$ cat src/rtl/ecb_pkg.sv
// ----------------------------------------------------------------------------
// ecb_pkg: shared constants for the ease-in-out colour blend
// widths of the light state, the progress input and the register map
// ----------------------------------------------------------------------------
`timescale 1ns / 1ps
`default_nettype none

package ecb_pkg;

  // default fraction bits of the ease value
  localparam int FRAC_BITS_DEF = 16;

  // light state packing: six byte channels in one word
  localparam int CHANNELS = 6;
  localparam int CH_W     = 8;
  localparam int COLOUR_W = CHANNELS * CH_W;

  // progress input, unsigned Q1.16 (one integer bit)
  localparam int PROGRESS_W    = 17;
  localparam int PROGRESS_FRAC = 16;
  localparam logic [PROGRESS_W-1:0] PROGRESS_ONE = PROGRESS_W'(65536);

  // register map
  localparam int CFG_IDX_W = 2;
  localparam logic [CFG_IDX_W-1:0] REG_START  = CFG_IDX_W'(0);
  localparam logic [CFG_IDX_W-1:0] REG_TARGET = CFG_IDX_W'(1);

endpackage

`default_nettype wire

$ cat src/rtl/ecb_ease.sv
// ----------------------------------------------------------------------------
// ecb_ease: ease curve pipeline
// saturates progress, squares it, forms 2c^2-2c+1 and divides by
// restoring long division, one quotient bit per stage
// ----------------------------------------------------------------------------
`timescale 1ns / 1ps
`default_nettype none

module ecb_ease #(
  parameter int FRAC_BITS = ecb_pkg::FRAC_BITS_DEF
) (
  input  logic                              clk,
  input  logic                              rst_n,
  input  logic                              in_valid,
  output logic                              in_ready,
  input  logic [ecb_pkg::PROGRESS_W-1:0]    progress,
  output logic                              ease_valid,
  input  logic                              ease_ready,
  output logic [FRAC_BITS:0]                ease
);
  import ecb_pkg::*;

  localparam int CW   = FRAC_BITS + 1;      // c and quotient width
  localparam int SW   = 2 * FRAC_BITS + 1;  // c^2 width
  localparam int DW   = 2 * FRAC_BITS + 2;  // divisor and remainder width
  localparam int NDIV = FRAC_BITS + 1;      // quotient bits
  localparam int NS   = NDIV + 3;           // total stages

  logic [NS-1:0] v_r;
  logic [NS-1:0] v_in;
  logic [NS:0]   rdy;

  // stage storage
  logic [CW-1:0] c0_r;
  logic [CW-1:0] c1_r;
  logic [SW-1:0] sq1_r;
  logic [DW-1:0] d_r [0:NDIV-1];
  logic [DW-1:0] r_r [0:NDIV-1];
  logic [CW-1:0] q_r [1:NDIV];

  logic [PROGRESS_W-1:0]           p_sat;
  logic [PROGRESS_W+FRAC_BITS-1:0] p_wide;
  logic [CW-1:0]                   c_nxt;
  logic [SW-1:0]                   sq_nxt;
  logic [DW-1:0]                   den_nxt;

  // a stage moves when it is empty or its successor moves
  assign rdy[NS] = ease_ready;
  genvar gi;
  generate
    for (gi = 0; gi < NS; gi++) begin : g_rdy
      assign rdy[gi] = !v_r[gi] || rdy[gi+1];
    end
  endgenerate

  assign v_in       = {v_r[NS-2:0], in_valid};
  assign in_ready   = rdy[0];
  assign ease_valid = v_r[NS-1];
  assign ease       = q_r[NDIV];

  always_ff @(posedge clk) begin
    if (!rst_n) begin
      v_r <= '0;
    end else begin
      for (int i = 0; i < NS; i++) begin
        if (rdy[i]) begin
          v_r[i] <= v_in[i];
        end
      end
    end
  end

  // saturate and rescale to FRAC_BITS fraction bits
  assign p_sat  = (progress > PROGRESS_ONE) ? PROGRESS_ONE : progress;
  assign p_wide = {p_sat, {FRAC_BITS{1'b0}}};
  assign c_nxt  = p_wide[PROGRESS_FRAC +: CW];

  always_ff @(posedge clk) begin
    if (rdy[0]) begin
      c0_r <= c_nxt;
    end
  end

  // square
  assign sq_nxt = SW'(c0_r) * SW'(c0_r);

  always_ff @(posedge clk) begin
    if (rdy[1]) begin
      c1_r  <= c0_r;
      sq1_r <= sq_nxt;
    end
  end

  // divisor 2c^2 - 2c*one + one^2, never below one half
  assign den_nxt = {sq1_r, 1'b0} + (DW'(1) << (2 * FRAC_BITS))
                   - {c1_r, {(FRAC_BITS + 1){1'b0}}};

  always_ff @(posedge clk) begin
    if (rdy[2]) begin
      d_r[0] <= den_nxt;
      r_r[0] <= DW'(sq1_r);
    end
  end

  // long division, integer bit first then fraction bits
  genvar gj;
  generate
    for (gj = 1; gj <= NDIV; gj++) begin : g_div
      logic [DW-1:0] trial;
      logic [CW-1:0] q_prev;
      logic          ge;

      if (gj == 1) begin : g_first
        assign trial  = r_r[0];
        assign q_prev = '0;
      end else begin : g_next
        assign trial  = r_r[gj-1] << 1;
        assign q_prev = q_r[gj-1];
      end

      assign ge = trial >= d_r[gj-1];

      always_ff @(posedge clk) begin
        if (rdy[gj+2]) begin
          q_r[gj] <= {q_prev[CW-2:0], ge};
        end
      end

      // the last stage keeps only its quotient bit
      if (gj < NDIV) begin : g_carry
        logic [DW-1:0] rem_nxt;

        assign rem_nxt = ge ? (trial - d_r[gj-1]) : trial;

        always_ff @(posedge clk) begin
          if (rdy[gj+2]) begin
            d_r[gj] <= d_r[gj-1];
            r_r[gj] <= rem_nxt;
          end
        end
      end
    end
  endgenerate

endmodule

`default_nettype wire

$ cat config.mk
export PLATFORM = sky130hd
export DESIGN_NAME = ecb_ease
export DESIGN_NICKNAME = d
export VERILOG_FILES = /design/src/rtl/ecb_pkg.sv /design/src/rtl/ecb_ease.sv
export SDC_FILE = /design/constraint.sdc
export NUM_CORES = 2
export LEC_CHECK = 0
export BUFFER_PORTS_ARGS = -buffer_cell sky130_fd_sc_hd__buf_4
export CAP_MARGIN = 20
export CORE_ASPECT_RATIO = 1.1
export CORE_UTILIZATION = 40
export DETAILED_ROUTE_END_ITERATION = 16
export PLACE_DENSITY = 0.54
export SLEW_MARGIN = 20
export SYNTH_ARGS = -nofsm -noshare
export SYNTH_HDL_FRONTEND = slang
export SYNTH_SLANG_ARGS = --single-unit
$ cat constraint.sdc
create_clock -name clk -period 6.09 [get_ports clk]
set_clock_uncertainty 0.15 [all_clocks]
set_input_delay 0.609 -clock clk [delete_from_list [all_inputs] [get_ports clk]]
set_output_delay 0.609 -clock clk [all_outputs]
set_load 0.02 [all_outputs]
# Word-level counts from Yosys, hierarchy flattened
# Memory sizes are Yosys's and may differ from the RTL's.
# Index checks and enable logic that the tools add are counted.
# word_totals
memories,3
latch_bits,0
elab_cells,155
ramBits,1445
rom_bits,0
input_bits,21
ff_bits,87
# mem_list
name,words,width,rd,rd_ports_with_merged_regs,wr,line,rtl
d_r,17,34,17,0,17,ecb_ease.sv:37,logic [DW-1:0] d_r [0:NDIV-1];
r_r,17,34,17,0,17,ecb_ease.sv:38,logic [DW-1:0] r_r [0:NDIV-1];
q_r,17,17,17,0,17,ecb_ease.sv:39,logic [CW-1:0] q_r [1:NDIV];
# classes
magnitude_cmp,18
addsub,18
eq_ne,0
n_shift,0
div,0
n_mul,1
bitwise,0
n_reduce_logical,40
muxes,52
# op_table
op,n
34-bit >= comparator,17
34-bit subtractor,17
34-bit 2-to-1 mux,16
1-bit 2-to-1 mux,36
34-bit by 33-bit adder with 34-bit output (second input constant),1
17-bit by 17-bit multiplier with 33-bit output,1
1-bit logical NOT,20
1-bit logical OR,20
17-bit greater-than comparator (second input constant),1

# Depth between registers and ports, before layout
# depth
ltp_word,21
depth_mapped,25
depth_no_buf,25

# Worst setup path after synthesis
# OpenSTA, ideal clock, no wires.
# synth_path
path_kind,register to register
startpoint,reg c0_r[2]
endpoint,"reg sq1_r[32], data pin"
path_stages_with_launch,24
setup_slack_ps,-316
t_required_ps,5680
arrival_ps,5996
cell_sequence,edfxtp_1 -> clkbuf_1 -> nand2_1 -> fa_1 -> inv_1 -> fa_1 -> inv_1 -> fa_1 -> inv_1 -> fa_1 -> fa_1 -> inv_1 -> fa_1 -> inv_1 -> ha_1 -> a21o_1 -> a21o_1 -> a21o_1 -> a221oi_1 -> a31oi_1 -> o21ai_0 -> o2111ai_1 -> a21oi_1 -> xnor2_1
# synth_between
elab_chain_cells,1
# synth_lines
item,line,rtl
"start, declared",ecb_ease.sv:34,logic [CW-1:0] c0_r;
"start signal, assigned",ecb_ease.sv:80,c0_r <= c_nxt;
17-bit by 17-bit multiplier with 33-bit output,ecb_ease.sv:85,assign sq_nxt = SW'(c0_r) * SW'(c0_r);
net sq_nxt[32],ecb_ease.sv:44,logic [SW-1:0] sq_nxt;
"end signal, assigned",ecb_ease.sv:90,sq1_r <= sq_nxt;
"end, declared",ecb_ease.sv:36,logic [SW-1:0] sq1_r;
# The timed path passes the listed nets, and every way through them passes these cells.
# A chain may end at the register's enable or synchronous reset.

# Final worst setup path
# layout_path
startpoint,reg c0_r[6]
endpoint,"reg sq1_r[31], data pin"
# The elaborated chain is that of the path after synthesis.

==> summary by stage <==
Die
The standard-cell row count is 176. The floorplan die area is 0.212 mm2. The initial cell density of the core is 40.2%.

Measured along the y axis, the die boundary spans 483 um. 40 I/O pins were placed. The horizontal die dimension is 439 um. The placeable core area is 0.209 mm2.

Detailed routing
After detailed routing, the number of remaining DRC violations is 0. Dividing the detail-routed wire length by the instance count gives 20.2 um. Detailed routing inserted a total of 57100 vias. The first detailed-routing pass took 6 iterations. The total wire length is 219000 um.

For this block, the initial DRC count from the detailed router was 2664. The number of nets with antenna violations after routing is 0. The per-cell via count in the routed design is 5.28.

Clocking
For the worst-skew pair, the clock arrives at the later sink with an insertion delay of 0.82 ns. In this run, CTS created clock tree buffers numbering 158. The post-CTS clock slew at the launch and capture registers of the worst setup and hold paths is 0.06 ns. The total number of H-tree levels is 4. The CTS sink count is 1324. The TritonCTS clock tree is done. The tree is rooted in a clkbuf_16. The maximum number of buffers from clock root to sink is 3.

STA
Measured against its own limit, the worst slew margin works out to 19.0%. After layout, the worst path uses 101% of the clock period. The final number of hold-violating endpoints is 0. The final critical delay including setup and external delays is 6.18 ns. Setup repair after global routing could not meet its margin everywhere. The final-report max-slew violation count is 0. After layout, the worst setup slack is -0.0864 ns. The transition time at the pin with the least slew margin is 1.20 ns. The final-report setup violation count is 5.

Based on the critical path, the design can be clocked at up to 162 MHz.

Setup path
The critical path is of the reg -> reg type. In this design, the largest share of critical-path delay is due to adder cells. The biggest fanout along the worst timing path is 6. The category of the worst setup path capture point is a flop. In this design, the critical path's most frequently occurring cell is fa_1. The critical path crosses 21 cells after its start point. The stage delay of the slowest cell on the critical path is 0.52 ns. Measured in cells, the most critical reg-to-reg path has a length of 21. The critical path goes through buf_12 > buf_4 > and2_1 > fa_1 > inv_1 > fa_1 > inv_1 > fa_1 > fa_1 > fa_1 > inv_1 > fa_1 > inv_1 > ha_1 > a21o_1 > a21o_1 > a21oi_1 > o2111ai_2 > a31o_2 > a21oi_2 > xnor2_1.

The worst setup path is launched from a flop. The cell at the slowest stage of the critical path is fa_1. The setup slack on the worst flop-to-flop path is -0.09 ns. The critical path data arrival time is 6.59 ns. The count of buffering cells on the critical path with inverters included is 6.

At the worst endpoint, the required time is 6.51 ns.

Final layout
Of the cells placed in the final design, the portion with a size suffix greater than 1 is 10.2%. In the final design database the tool counted 8858 nets. Across the whole layout, storage elements account for 0.0396 mm2. The layout filler cell count is 19300. The growth of design area from synthesis to finish is 12.0%. The multi-input combinational cells in the finished layout cover a total of 0.0403 mm2.

The non-filler instance count after layout is 10800.

Logic synthesis
Yosys attributes the largest share of cell area to edfxtp_1, ha_1, inv_1. The share of the synthesized area in the top cell type is 46.6%. The sequential area share after synthesis is 47.1%. The synthesized netlist contains 92 unique library cells. The post-synthesis register bit count is 1324.

Counting flops with an async set or reset pin after synthesis yields a share of 0%. In the synthesized netlist, the number of instances is 7729. After synthesis the cells add up to 0.0841 mm2.

For this run, the leading register cell type out of synthesis is edfxtp_1. The number of nets handed over by synthesis was 8650. A synthesized cell averages 10.9 um2. During synthesis, Yosys emitted a total of 0 warnings. The cell taking the most area after synthesis is edfxtp_1. In this run, synthesis inferred 1304 flip-flops with an integrated enable.

Worst hold path
The class of the worst hold path is in -> reg. The instance count along the most critical hold path is 2.

Flow run
The number of violations of the max-capacitance limit is 0.

Placement
At the end of routability-driven placement, the weighted congestion stood at 0.928. Detailed placement ended at an HPWL of 177000 um. The number of buffers inserted by port buffering is 39. Including well taps, the total number of placed cells is 10500.

Global route
The number of global-route vias before repair is 59200. The sum of overflow across all layers after global routing is 0. The number of antenna violations at the first check in global routing is 1. The global-route usage over all layers is 20.4%. The global-route wire length before repair is 332000 um. Entering global routing, the biggest net connects 78 pins.

Status
The flow ran to the end, but the final reports show violations. The checks that failed: setup timing.
==> cells in the mapped netlist (97+ instances only) <==
library cell,instances
ha_1,710
nand3_1,104
a21o_1,253
edfxtp_1,1304
inv_1,1033
nand2_1,472
nor2b_1,97
xnor2_1,334
and2_1,97
xor2_1,176
fa_1,190
mux2_2,229
o21ai_0,383
a21oi_1,624
nor3_1,117
nand4_1,99
nor2_1,399
clkbuf_1,131
==> kinds of logic after synthesis <==
logic type / count (synthesis) / share of synthesized area, %
muxes: 259 / 3.45
buffers and inverters: 1209 / 5.48
and+or+nand+nor: 1655 / 9.51
adders and majority gates: 900 / 15.1
xor gates and xnor gates: 510 / 5.31
DFF: 1324 / 47.1
AOI/OAI and AO/OA: 1872 / 14.1
==> metrics by stage <==
stage,TNS [ns],setup slack (ns),util [%],hold WS [ns],instance area (um2)
2_1_floorplan,0,0.00886,-,0.250,84100
3_3_place_gp,-1.14,-0.275,42.4,0.252,88600
3_5_place_dp,-1.23,-0.237,42.4,0.255,88600
4_1_cts,-0.140,-0.0635,45.0,0.00412,93900
5_1_grt,-1.68,-0.307,45.0,0.0285,94100
6_report,-0.179,-0.0864,45.0,0.0860,94100
==> cell usage in the layout, fill, tap and decap left out, types with 17 or more instances in the layout <==
master / netlist / layout
nor4_1: 32 / 30
nor2_1: 399 / 397
clkbuf_1: 131 / 39
a211oi_1: 49 / 48
nand2b_1: 85 / 85
xor2_1: 176 / 176
mux2_2: 229 / 229
clkinv_2: 0 / 21
a31o_2: 22 / 22
o211ai_1: 43 / 43
a31oi_1: 67 / 65
a21oi_1: 624 / 614
mux2_1: 18 / 18
and3_1: 51 / 49
fa_1: 190 / 183
a21o_1: 253 / 253
ha_1: 710 / 702
nor2b_1: 97 / 97
or2_2: 23 / 23
dfxtp_1: 20 / 20
inv_1: 1033 / 1010
clkinv_1: 0 / 26
o21ai_0: 383 / 374
nand3_1: 104 / 102
and2_1: 97 / 91
o21bai_1: 61 / 61
buf_4: 7 / 188
or3_1: 32 / 32
o21a_1: 96 / 94
o31ai_1: 30 / 30
nand2_1: 472 / 456
xnor2_1: 334 / 333
nand4_1: 99 / 99
a21boi_0: 18 / 17
a221oi_1: 18 / 17
a211o_1: 19 / 19
clkbuf_16: 0 / 160
nor3_1: 117 / 117
edfxtp_1: 1304 / 1304
inv_2: 1 / 22
==> routing by layer <==
metal | vias up | GRT usage [%] | part of all wire [%]
li1 | 28100 | - | -
met3 | 520 | 2.35 | 2.3
met2 | 925 | 41.6 | 57
met5 | - | 0 | 0
met1 | 27500 | 18.2 | 33
met4 | 0 | 14.4 | 7.6
==> cell type report <==
type	instances	share of cell area [%]
diodes	3	0.00798
multi-input cells	5196	42.9
well taps	2759	3.67
clock inverters	77	0.835
clock buffers	204	4.48
repair buffers	223	2.00
flip-flops and latches	1324	42.0
inverters	1034	4.13
==> final timing paths <==
| path | from | endpoint |
|---|---|---|
| worst min register to register | q_r[3][11]$_DFFE_PP_ | q_r[3][29]$_DFFE_PP_ |
| worst max-delay path | c0_r[6]$_SDFFCE_PN0P_ | sq1_r[31]$_DFFE_PP_ |
| worst min-delay path | progress[4] | c0_r[4]$_SDFFCE_PN0P_ |
| worst max register to register | c0_r[6]$_SDFFCE_PN0P_ | sq1_r[31]$_DFFE_PP_ |
==> what timing repair did <==
action                                  CTS  global route
buffers inserted                          6             3
hold endpoints to repair                 30             0
pin swaps                                35            42
resized for setup                        36            50
hold buffers                             14             0
endpoints found under the setup margin    9            14
==> flip-flops by register name, indices dropped and copies added, names as in the netlist <==
signal	flops
v_r	20
c0_r	17
r_r	542
d_r	544
q_r	153
c1_r	17
sq1_r	31
Power is left out: the tool's default activity adds up to more than one toggle a clock period on the data nets, which glitch-free logic cannot reach.
