<file path="src/rtl/ecb_pkg.sv">
// ----------------------------------------------------------------------------
// ecb_pkg: shared constants for the ease-in-out colour blend
// widths of the light state, the progress input and the register map
// ----------------------------------------------------------------------------
`timescale 1ns / 1ps
`default_nettype none

package ecb_pkg;

  // default fraction bits of the ease value
  localparam int FRAC_BITS_DEF = 16;

  // light state packing: six byte channels in one word
  localparam int CHANNELS = 6;
  localparam int CH_W     = 8;
  localparam int COLOUR_W = CHANNELS * CH_W;

  // progress input, unsigned Q1.16 (one integer bit)
  localparam int PROGRESS_W    = 17;
  localparam int PROGRESS_FRAC = 16;
  localparam logic [PROGRESS_W-1:0] PROGRESS_ONE = PROGRESS_W'(65536);

  // register map
  localparam int CFG_IDX_W = 2;
  localparam logic [CFG_IDX_W-1:0] REG_START  = CFG_IDX_W'(0);
  localparam logic [CFG_IDX_W-1:0] REG_TARGET = CFG_IDX_W'(1);

endpackage

`default_nettype wire

</file>
<file path="src/rtl/ecb_lane.sv">
// ----------------------------------------------------------------------------
// ecb_lane: one channel of the blend
// from + ease*(to - from), rounded half up, registered as a byte
// ----------------------------------------------------------------------------
`timescale 1ns / 1ps
`default_nettype none

module ecb_lane #(
  parameter int FRAC_BITS = ecb_pkg::FRAC_BITS_DEF
) (
  input  logic                     clk,
  input  logic                     en,
  input  logic [ecb_pkg::CH_W-1:0] from_byte,
  input  logic [ecb_pkg::CH_W-1:0] to_byte,
  input  logic [FRAC_BITS:0]       ease,
  output logic [ecb_pkg::CH_W-1:0] lane_byte
);
  import ecb_pkg::*;

  localparam int AW = FRAC_BITS + CH_W + 3;

  logic signed [FRAC_BITS+1:0] ease_s;
  logic signed [CH_W:0]        diff_s;
  logic signed [AW-1:0]        prod;
  logic signed [AW-1:0]        base;
  logic signed [AW-1:0]        half;
  logic signed [AW-1:0]        acc;
  logic [CH_W-1:0]             lane_byte_r;

  assign ease_s = $signed({1'b0, ease});
  assign diff_s = $signed({1'b0, to_byte}) - $signed({1'b0, from_byte});
  assign prod   = ease_s * diff_s;
  assign base   = $signed({{(AW - CH_W - FRAC_BITS){1'b0}}, from_byte, {FRAC_BITS{1'b0}}});
  assign half   = $signed(AW'(1) << (FRAC_BITS - 1));
  assign acc    = base + prod + half;

  // acc never goes negative, so the byte above the fraction is the result
  always_ff @(posedge clk) begin
    if (en) begin
      lane_byte_r <= acc[FRAC_BITS +: CH_W];
    end
  end

  assign lane_byte = lane_byte_r;

endmodule

`default_nettype wire

</file>
<file path="config.mk">
export PLATFORM = sky130hd
export DESIGN_NAME = ecb_lane
export DESIGN_NICKNAME = d
export VERILOG_FILES = /design/src/rtl/ecb_pkg.sv /design/src/rtl/ecb_lane.sv
export SDC_FILE = /design/constraint.sdc
export NUM_CORES = 1
export LEC_CHECK = 0
export BUFFER_PORTS_ARGS = -buffer_cell sky130_fd_sc_hd__buf_2
export CORE_MARGIN = 2
export CORE_UTILIZATION = 60
export DETAILED_ROUTE_END_ITERATION = 7
export GPL_TIMING_DRIVEN = 0
export PLACE_DENSITY = 0.8
export SETUP_SLACK_MARGIN = 0.05
export SKIP_LAST_GASP = 1
export SLEW_MARGIN = 20
export SYNTH_ARGS = -nofsm -noshare
export SYNTH_HDL_FRONTEND = slang
export SYNTH_SLANG_ARGS = --single-unit
</file>
<file path="constraint.sdc">
create_clock -name clk -period 17.3 [get_ports clk]
set_input_delay 0 -clock clk [delete_from_list [all_inputs] [get_ports clk]]
set_output_delay 0 -clock clk [all_outputs]
set_load 0.05 [all_outputs]
</file>
# Yosys cells after proc, flatten, opt, wreduce, memory -nomap -nowiden
# Cells that the tools add are included.
# W data, S select, Z words.
[totals]
ff_bits = 8
in_bits = 35
output_inout_bits = 8
word_cells = 5
[op_classes]
addsub = 3
n_mul = 1
[op_table]
columns = ["cell", "n"]
rows = [
  ["$add A24 B17 Y24 const B", 1],
  ["$add A24 B24 Y24", 1],
  ["$mul A18 B9 Y24", 1],
  ["$sub A8 B8 Y9", 1],
]

# Logic depth before layout (Yosys ltp)
# Gate-level depths: netlist (run 1).
[depth]
depth_word = 4
mapped_depth = 27
ltp_nobuf = 26

# Worst setup path before layout (run 1)
# No wires, ideal clock.
[synth_timing]
path_type = "input-to-reg"
startpoint = "in to_byte[0] (netlist bit)"
endpoint = "reg lane_byte_r[7], in the netlist lane_byte[7] (data pin)"
arrival_ps = 5935
t_required_ps = 17032
slack_ps = 11097
path_stages = 25
path_buffers = 1
cell_sequence = "inv_1 -> ha_1 -> fa_1 -> nand2b_1 -> a21boi_0 -> a311oi_1 -> xnor2_1 -> clkbuf_1 -> nand2_1 -> fa_1 -> fa_1 -> inv_1 -> fa_1 -> fa_1 -> inv_1 -> fa_1 -> inv_1 -> ha_1 -> nand4_1 -> nor4_2 -> nor2_1 -> o311ai_2 -> nor4_1 -> or3_1 -> xnor3_1"
[synth_between]
elab_chain_len = 4
[synth_lines]
columns = ["item", "line", "source"]
rows = [
  ["start: declaration", "ecb_lane.sv:14", "input logic [ecb_pkg::CH_W-1:0] to_byte,"],
  ["$sub A8 B8 Y9", "ecb_lane.sv:31", "assign diff_s = $signed({1'b0, to_byte}) - $signed({1'b0, from_byte});"],
  ["$mul A18 B9 Y24", "ecb_lane.sv:32", "assign prod = ease_s * diff_s;"],
  ["$add A24 B24 Y24", "ecb_lane.sv:35", "assign acc = base + prod + half;"],
  ["$add A24 B17 Y24", "ecb_lane.sv:35", ""],
  ["via acc[23]", "ecb_lane.sv:27", "logic signed [AW-1:0] acc;"],
  ["end signal: assignment", "ecb_lane.sv:40", "lane_byte_r <= acc[FRAC_BITS +: CH_W];"],
  ["end: declaration", "ecb_lane.sv:28", "logic [CH_W-1:0] lane_byte_r;"],
]
# The timed path passes the listed nets, and every way through them passes these cells.
# A chain may end at the register's enable or synchronous reset.

# Worst setup path in the final report (run 1)
[layout_timing]
startpoint = "in from_byte[1] (netlist bit)"
endpoint = "reg lane_byte_r[7], in the netlist lane_byte[7] (data pin)"
[layout_between]
elab_chain_len = 4
[layout_lines]
columns = ["item", "line", "source"]
rows = [
  ["start: declaration", "ecb_lane.sv:13", "input logic [ecb_pkg::CH_W-1:0] from_byte,"],
  ["$sub A8 B8 Y9", "ecb_lane.sv:31", ""],
  ["$mul A18 B9 Y24", "ecb_lane.sv:32", ""],
  ["$add A24 B24 Y24 (*)", "ecb_lane.sv:35", ""],
  ["$add A24 B17 Y24 (*)", "ecb_lane.sv:35", ""],
  ["via acc[23]", "ecb_lane.sv:27", ""],
]
# The timed path passes the listed nets; every way through them passes the cells marked *.

==> results of run 1 <==
## Yosys cell counts, types with 2 or more instances
| library cell | n | area (um^2) |
|---|---|---|
| nand2_1 | 46 | 172.7 |
| nand4_1 | 3 | 18.77 |
| and2_1 | 65 | 406.6 |
| a21oi_1 | 10 | 50.05 |
| o21ai_0 | 5 | 25.02 |
| nand2b_1 | 29 | 181.4 |
| a31oi_1 | 2 | 12.51 |
| xor2_1 | 4 | 35.03 |
| nor2b_1 | 5 | 31.28 |
| o21bai_1 | 2 | 15.01 |
| and2b_1 | 2 | 15.01 |
| nor2_1 | 19 | 71.32 |
| clkbuf_1 | 9 | 33.78 |
| nor3_1 | 3 | 15.01 |
| xnor2_1 | 12 | 105.1 |
| fa_1 | 113 | 2262 |
| ha_1 | 53 | 663.1 |
| a21boi_0 | 2 | 15.01 |
| edfxtp_1 | 8 | 240.2 |
| a21o_1 | 3 | 22.52 |
| or2_2 | 8 | 50.05 |
| nor4_1 | 2 | 12.51 |
| a211oi_1 | 2 | 15.01 |
| inv_1 | 120 | 450.4 |
| a311oi_1 | 3 | 26.28 |
## per-stage QoR
stage               cell area [um^2]  cells  worst slack (ns)  hold WS, ns  utilization, %
floorplan                       5065    542             11.10       0.1125               -
global placement                5401    688             9.826       0.3457           65.74
detailed placement              5401    688             9.711       0.3622           65.74
CTS                             5443    691             9.901       0.1233           66.24
global route                    5443    691             9.407       0.1237           66.24
finish                          5443    691             9.885       0.1211           66.24
## layout make-up
type,count,area [um^2],share of cell area (%)
sequential,8,240.2,4.414
inverter,120,450.4,8.276
buffer,10,37.54,0.6897
multi-input combinational,404,4337,79.68
clock buffer,3,41.29,0.7586
timing repair buffer,41,205.2,3.770
tap,105,131.4,2.414
## cell families (layout without fill, tap and decap cells)
| kind of cell | Yosys count | after routing |
|---|---|---|
| compound gates | 33 | 33 |
| xor+xnor | 17 | 17 |
| fa+ha+maj | 166 | 166 |
| buf+inv | 130 | 174 |
| flops | 8 | 8 |
| mux | 1 | 1 |
| simple gates | 187 | 187 |
## critical path, stage by stage
cell	delay (ns)
buf_2	0.13
inv_1	0.05
ha_1	0.27
nor2b_1	0.14
o21ai_0	0.13
a21boi_0	0.37
o21ai_0	0.16
a211oi_1	0.40
xor2_1	0.53
clkbuf_1	0.48
nand2_1	0.14
fa_1	0.51
fa_1	0.50
inv_1	0.05
fa_1	0.49
fa_1	0.50
inv_1	0.06
fa_1	0.50
inv_1	0.04
ha_1	0.26
nand4_1	0.13
nor4_2	0.31
nor2_1	0.10
o311ai_2	0.43
nor4_1	0.08
or3_1	0.39
xnor3_1	0.21
## routing by layer
metal / wire, um / GRT usage (%) / share of wire [%] / vias up
met3: 557 / 3.289 / 4.9 / 22
li1: - / - / - / 1724
met5: 0 / 0 / 0 / -
met4: 263 / 7.976 / 2.3 / 0
met1: 4190 / 32.76 / 37 / 1960
met2: 6412 / 54.20 / 56 / 122
## final timing paths
path,from,depth (start not counted),end,slack [ns]
setup / recovery,from_byte[1],27,lane_byte[7],9.88
hold / removal,en,1,lane_byte[0],0.12
==> summary.txt, run 1 <==
Logic synthesis
  • Fraction of synthesis flops using an asynchronous set or reset pin: 0%
  • Seq cells post-synth: 8
  • Syn Area/Cell: 9.345 um^2
  • Mux cell area share after synthesis: 0.1976%
  • Mapped Nets: 743
  • Most used DFF post-synth: edfxtp_1
  • EDFF count, synth: 8
  • Simple logic cell fraction of the synthesized area: 20.08%
  • Largest family of logic cells by synthesized area: adder cells
  • Register area share after synthesis: 4.743%
  • Distinct cells, synth: 37
  • Compound-cell area share of the yosys netlist: 4.373%
  • Post-Syn Instances: 542
  • Post-Synth XOR/XNOR Area: 3.211%
  • Mapped cell area: 5065 um^2
  • Post-synthesis adder-cell area fraction: 57.76%
  • Synthesis Warnings: 0

Timing
  • Fin crit period: 7.415 ns
  • Worst-Margin Slew: 0.8668 ns
  • Fin crit share: 42.86%
  • Finish-stage setup viols: 0
  • RSZ-0062 raised after global routing: no
  • Rel. slew slack: 41.80%
  • Setup TNS: 0 ns
  • Max-slew violation count: 0
  • Fmax: 134.9 MHz
  • Final Hold Viols: 0

Worst setup path
  • Worst setup EP type: register
  • CP Max Fanout: 10
  • Worst EP required: 17.26 ns
  • Crit Path Class: in -> reg
  • Critical Path Start Type: input port
  • Worst path arrival time: 7.37 ns

Global routing
  • GR Util All Layers: 28.17%
  • Vias in the first global route: 4426
  • Initial antenna violation count: 0
  • First-pass GRT wire length: 19.88 mm
  • Leftover overflow at the end of global routing: 0
  • Largest net degree at the start of global routing: 11

Floorplanning
  • # rows: 33
  • CORE AREA: 8217 um^2
  • Die footprint: 9192 um^2
  • Die Width: 95.88 um
  • Die Ht: 95.88 um
  • Top-Level Pins: 43
  • Initial Util: 61.64%

Final layout
  • Post-layout nets: 789
  • Number of flip-flops in the largest register: 8
  • Fill cells: 689
  • Commonest cells after routing, fill and taps aside: inv_1 (120), fa_1 (113), and2_1 (65), ha_1 (53), nand2_1 (46)
  • Inserted Diodes: 0
  • Share of cells above drive strength 1: 9.215%
  • Commonest non-fill, non-tap cell in the layout: inv_1
  • Synth-to-layout area growth: 7.460%

Clocking
  • TritonCTS sink count: 8
  • Clk buf depth: 2
  • Clock slew at reported path FFs: 0.04 ns
  • Hold-fix buffers at CTS: 0
  • Total CTS buffers: 3
  • Setup Fix Bufs, Post-CTS: 0
  • H-tree depth: 1
  • CTS tree: yes
  • Clock tree root driver cell: clkbuf_8
  • Post-cts sizing count: 0

Route
  • Pre-antenna DRT Iters: 4
  • WL final: 11.42 mm
  • Vias/cell: 5.540
  • Iter 0 DRT Violations: 140
  • Drt wl/cell: 16.53 um
  • Via count: 3828
  • Detail Route Antenna Nets: 0
  • DRC Markers: 0

Outcome
  • Status: finished, final reports clean

Placed design
  • DP HPWL: 9.521 mm
  • I/O Buffers: 41
  • GP Congestion: 0.9313

Hold path
  • Hold crit path type: in -> reg

Flow run
  • MaxCap Viol Count: 0
Power of run 1 is not shown: default switching activity piles up to over one toggle a cycle in this logic, so the estimate is an artifact.
==> run 2: changes to the inputs <==
Settings changed: CORE_UTILIZATION 60 to 57.
Clock period 17.3 ns to 6.15 ns, I/O delays scaled along.
==> summary.txt, run 2 (synthesized netlist as in run 1, its figures left out) <==
Timing
  • Worst-Margin Slew: 0.4751 ns (was 0.8668 ns)
  • Fmax: 160.7 MHz
  • Fin crit period: 6.223 ns
  • RSZ-0062 raised after global routing: yes (was no)
  • Rel. slew slack: 68.33% (was 41.80%)
  • Max-slew violation count: 0 (unchanged)
  • Final Worst Setup Slack: -0.07331 ns (was 9.885 ns)
  • Final Hold Viols: 0 (unchanged)
  • Finish-stage setup viols: 4 (was 0)
  • Hold slack: 0.1293 ns (was 0.1211 ns)
  • Fin crit share: 101.2%

Worst setup path
  • Critical path's most frequent cell: fa_1 (unchanged)
  • Worst setup EP type: register (unchanged)
  • CP delay by family, top: adder cells (unchanged)
  • Critical Path Start Type: input port (unchanged)
  • CP Max Fanout: 7 (was 10)
  • Critical path's slowest cell: fa_1 (was xor2_1)
  • Worst EP required: 6.12 ns (was 17.26 ns)
  • Largest stage delay on the critical path: 0.50 ns (was 0.53 ns)
  • Buf/Inv on CP: 9 (was 6)
  • Crit Path Class: in -> reg (unchanged)
  • Worst path arrival time: 6.19 ns (was 7.37 ns)

Floorplanning
  • Initial Util: 58.36% (was 61.64%)
  • Die Ht: 98.27 um (was 95.88 um)
  • Die Width: 98.27 um (was 95.88 um)
  • Die footprint: 9656 um^2 (was 9192 um^2)
  • CORE AREA: 8678 um^2 (was 8217 um^2)
  • # rows: 34 (was 33)
  • Top-Level Pins: 43 (unchanged)

Placed design
  • Placed cells: 691 (was 688)
  • DP HPWL: 9.511 mm (was 9.521 mm)
  • GP Congestion: 0.8820 (was 0.9313)
  • I/O Buffers: 41 (unchanged)
  • Placed instance area: 5414 um^2 (was 5401 um^2)
  • Setup WS pre-CTS: -1.384 ns (was 9.711 ns)

Global routing
  • Vias in the first global route: 4597 (was 4426)
  • GR Util All Layers: 28.23% (was 28.17%)
  • Initial antenna violation count: 0 (unchanged)
  • Largest net degree at the start of global routing: 11 (unchanged)
  • First-pass GRT wire length: 21.61 mm (was 19.88 mm)
  • Leftover overflow at the end of global routing: 0 (unchanged)

Route
  • DRC Markers: 0 (unchanged)
  • Drt wl/cell: 18.87 um (was 16.53 um)
  • Pre-antenna DRT Iters: 5 (was 4)
  • WL final: 13.64 mm (was 11.42 mm)
  • Vias/cell: 5.722 (was 5.540)
  • Detail Route Antenna Nets: 0 (unchanged)
  • Via count: 4137 (was 3828)
  • Iter 0 DRT Violations: 230 (was 140)

Final layout
  • Post-layout nets: 818 (was 789)
  • Inserted Diodes: 0 (unchanged)
  • Commonest cells after routing, fill and taps aside: inv_1 (115), fa_1 (110), and2_1 (64), nand2_1 (45), ha_1 (45) (was inv_1 (120), fa_1 (113), and2_1 (65), ha_1 (53), nand2_1 (46))
  • Layout Cells excl Fill: 723 (was 691)
  • Synth-to-layout area growth: 20.28% (was 7.460%)
  • Number of flip-flops in the largest register: 8 (unchanged)
  • Commonest non-fill, non-tap cell in the layout: inv_1 (unchanged)
  • Final Instance Area: 6092 um^2 (was 5443 um^2)
  • Share of cells above drive strength 1: 21.63% (was 9.215%)

Clocking
  • TritonCTS sink count: 8 (unchanged)
  • H-tree depth: 1 (unchanged)
  • Hold-fix buffers at CTS: 0 (unchanged)
  • CTS tree: yes (unchanged)
  • Clock tree root driver cell: clkbuf_8 (unchanged)
  • Total CTS buffers: 3 (unchanged)
  • Clock slew at reported path FFs: 0.04 ns (about the same)
  • Clk buf depth: 2 (unchanged)

Flow run
  • MaxCap Viol Count: 0 (unchanged)

Outcome
  • Failing checks: negative setup slack
  • Status: finished, violations left (was finished, final reports clean)

Hold path
  • Hold crit path type: in -> reg (unchanged)
-- run 2: cell count changes in the layout (fill, tap and decap cells not counted), moves of 4 or more --
cell	delta
buf_2	-4
buf_4	+25
buf_6	+6
clkbuf_1	-7
clkbuf_8	+4
ha_1	-8
ha_4	+6
inv_1	-5
nor2_1	-4
xnor2_1	-4
-- run 2: cell type report --
| type | count | area, um^2 |
|---|---|---|
| plain buffers | 10 | 93.84 |
| clock buffers | 3 | 41.29 |
| fillers | 624 | 2586 |
| inverters | 120 | 455.4 |
| multi-input cells | 404 | 4651 |
| flip-flops and latches | 8 | 240.2 |
| well taps | 108 | 135.1 |
| repair buffers | 70 | 475.5 |
-- run 2: metal layers --
metal  vias up  global-route usage [%]  share of wire (%)
met3        64                   6.228                7.0
met5         -                       0                  0
li1       1783                       -                  -
met2       214                   49.32                 50
met1      2076                   34.52                 38
met4         0                   10.33                5.0
-- run 2: what timing repair did --
action,CTS,global route
buffers inserted,22,7
pin swaps,29,28
gates cloned,0,0
gates resized for setup,61,30
setup endpoints to repair,8,7
-- run 2: through the flow --
stage               util [%]  setup TNS [ns]
CTS                    67.94               0
finish                 70.20         -0.1960
floorplan                  -               0
global placement       62.38          -7.709
global route           70.20         -0.7615
detailed placement     62.38          -8.541
-- run 2: worst paths after layout --
check | cells after the start | from | to | slack (ns)
setup / recovery | 28 | from_byte[1] | lane_byte[7] | -0.07
hold / removal | 1 | en | lane_byte[0] | 0.13
Power of run 2 is left out for the same reason.
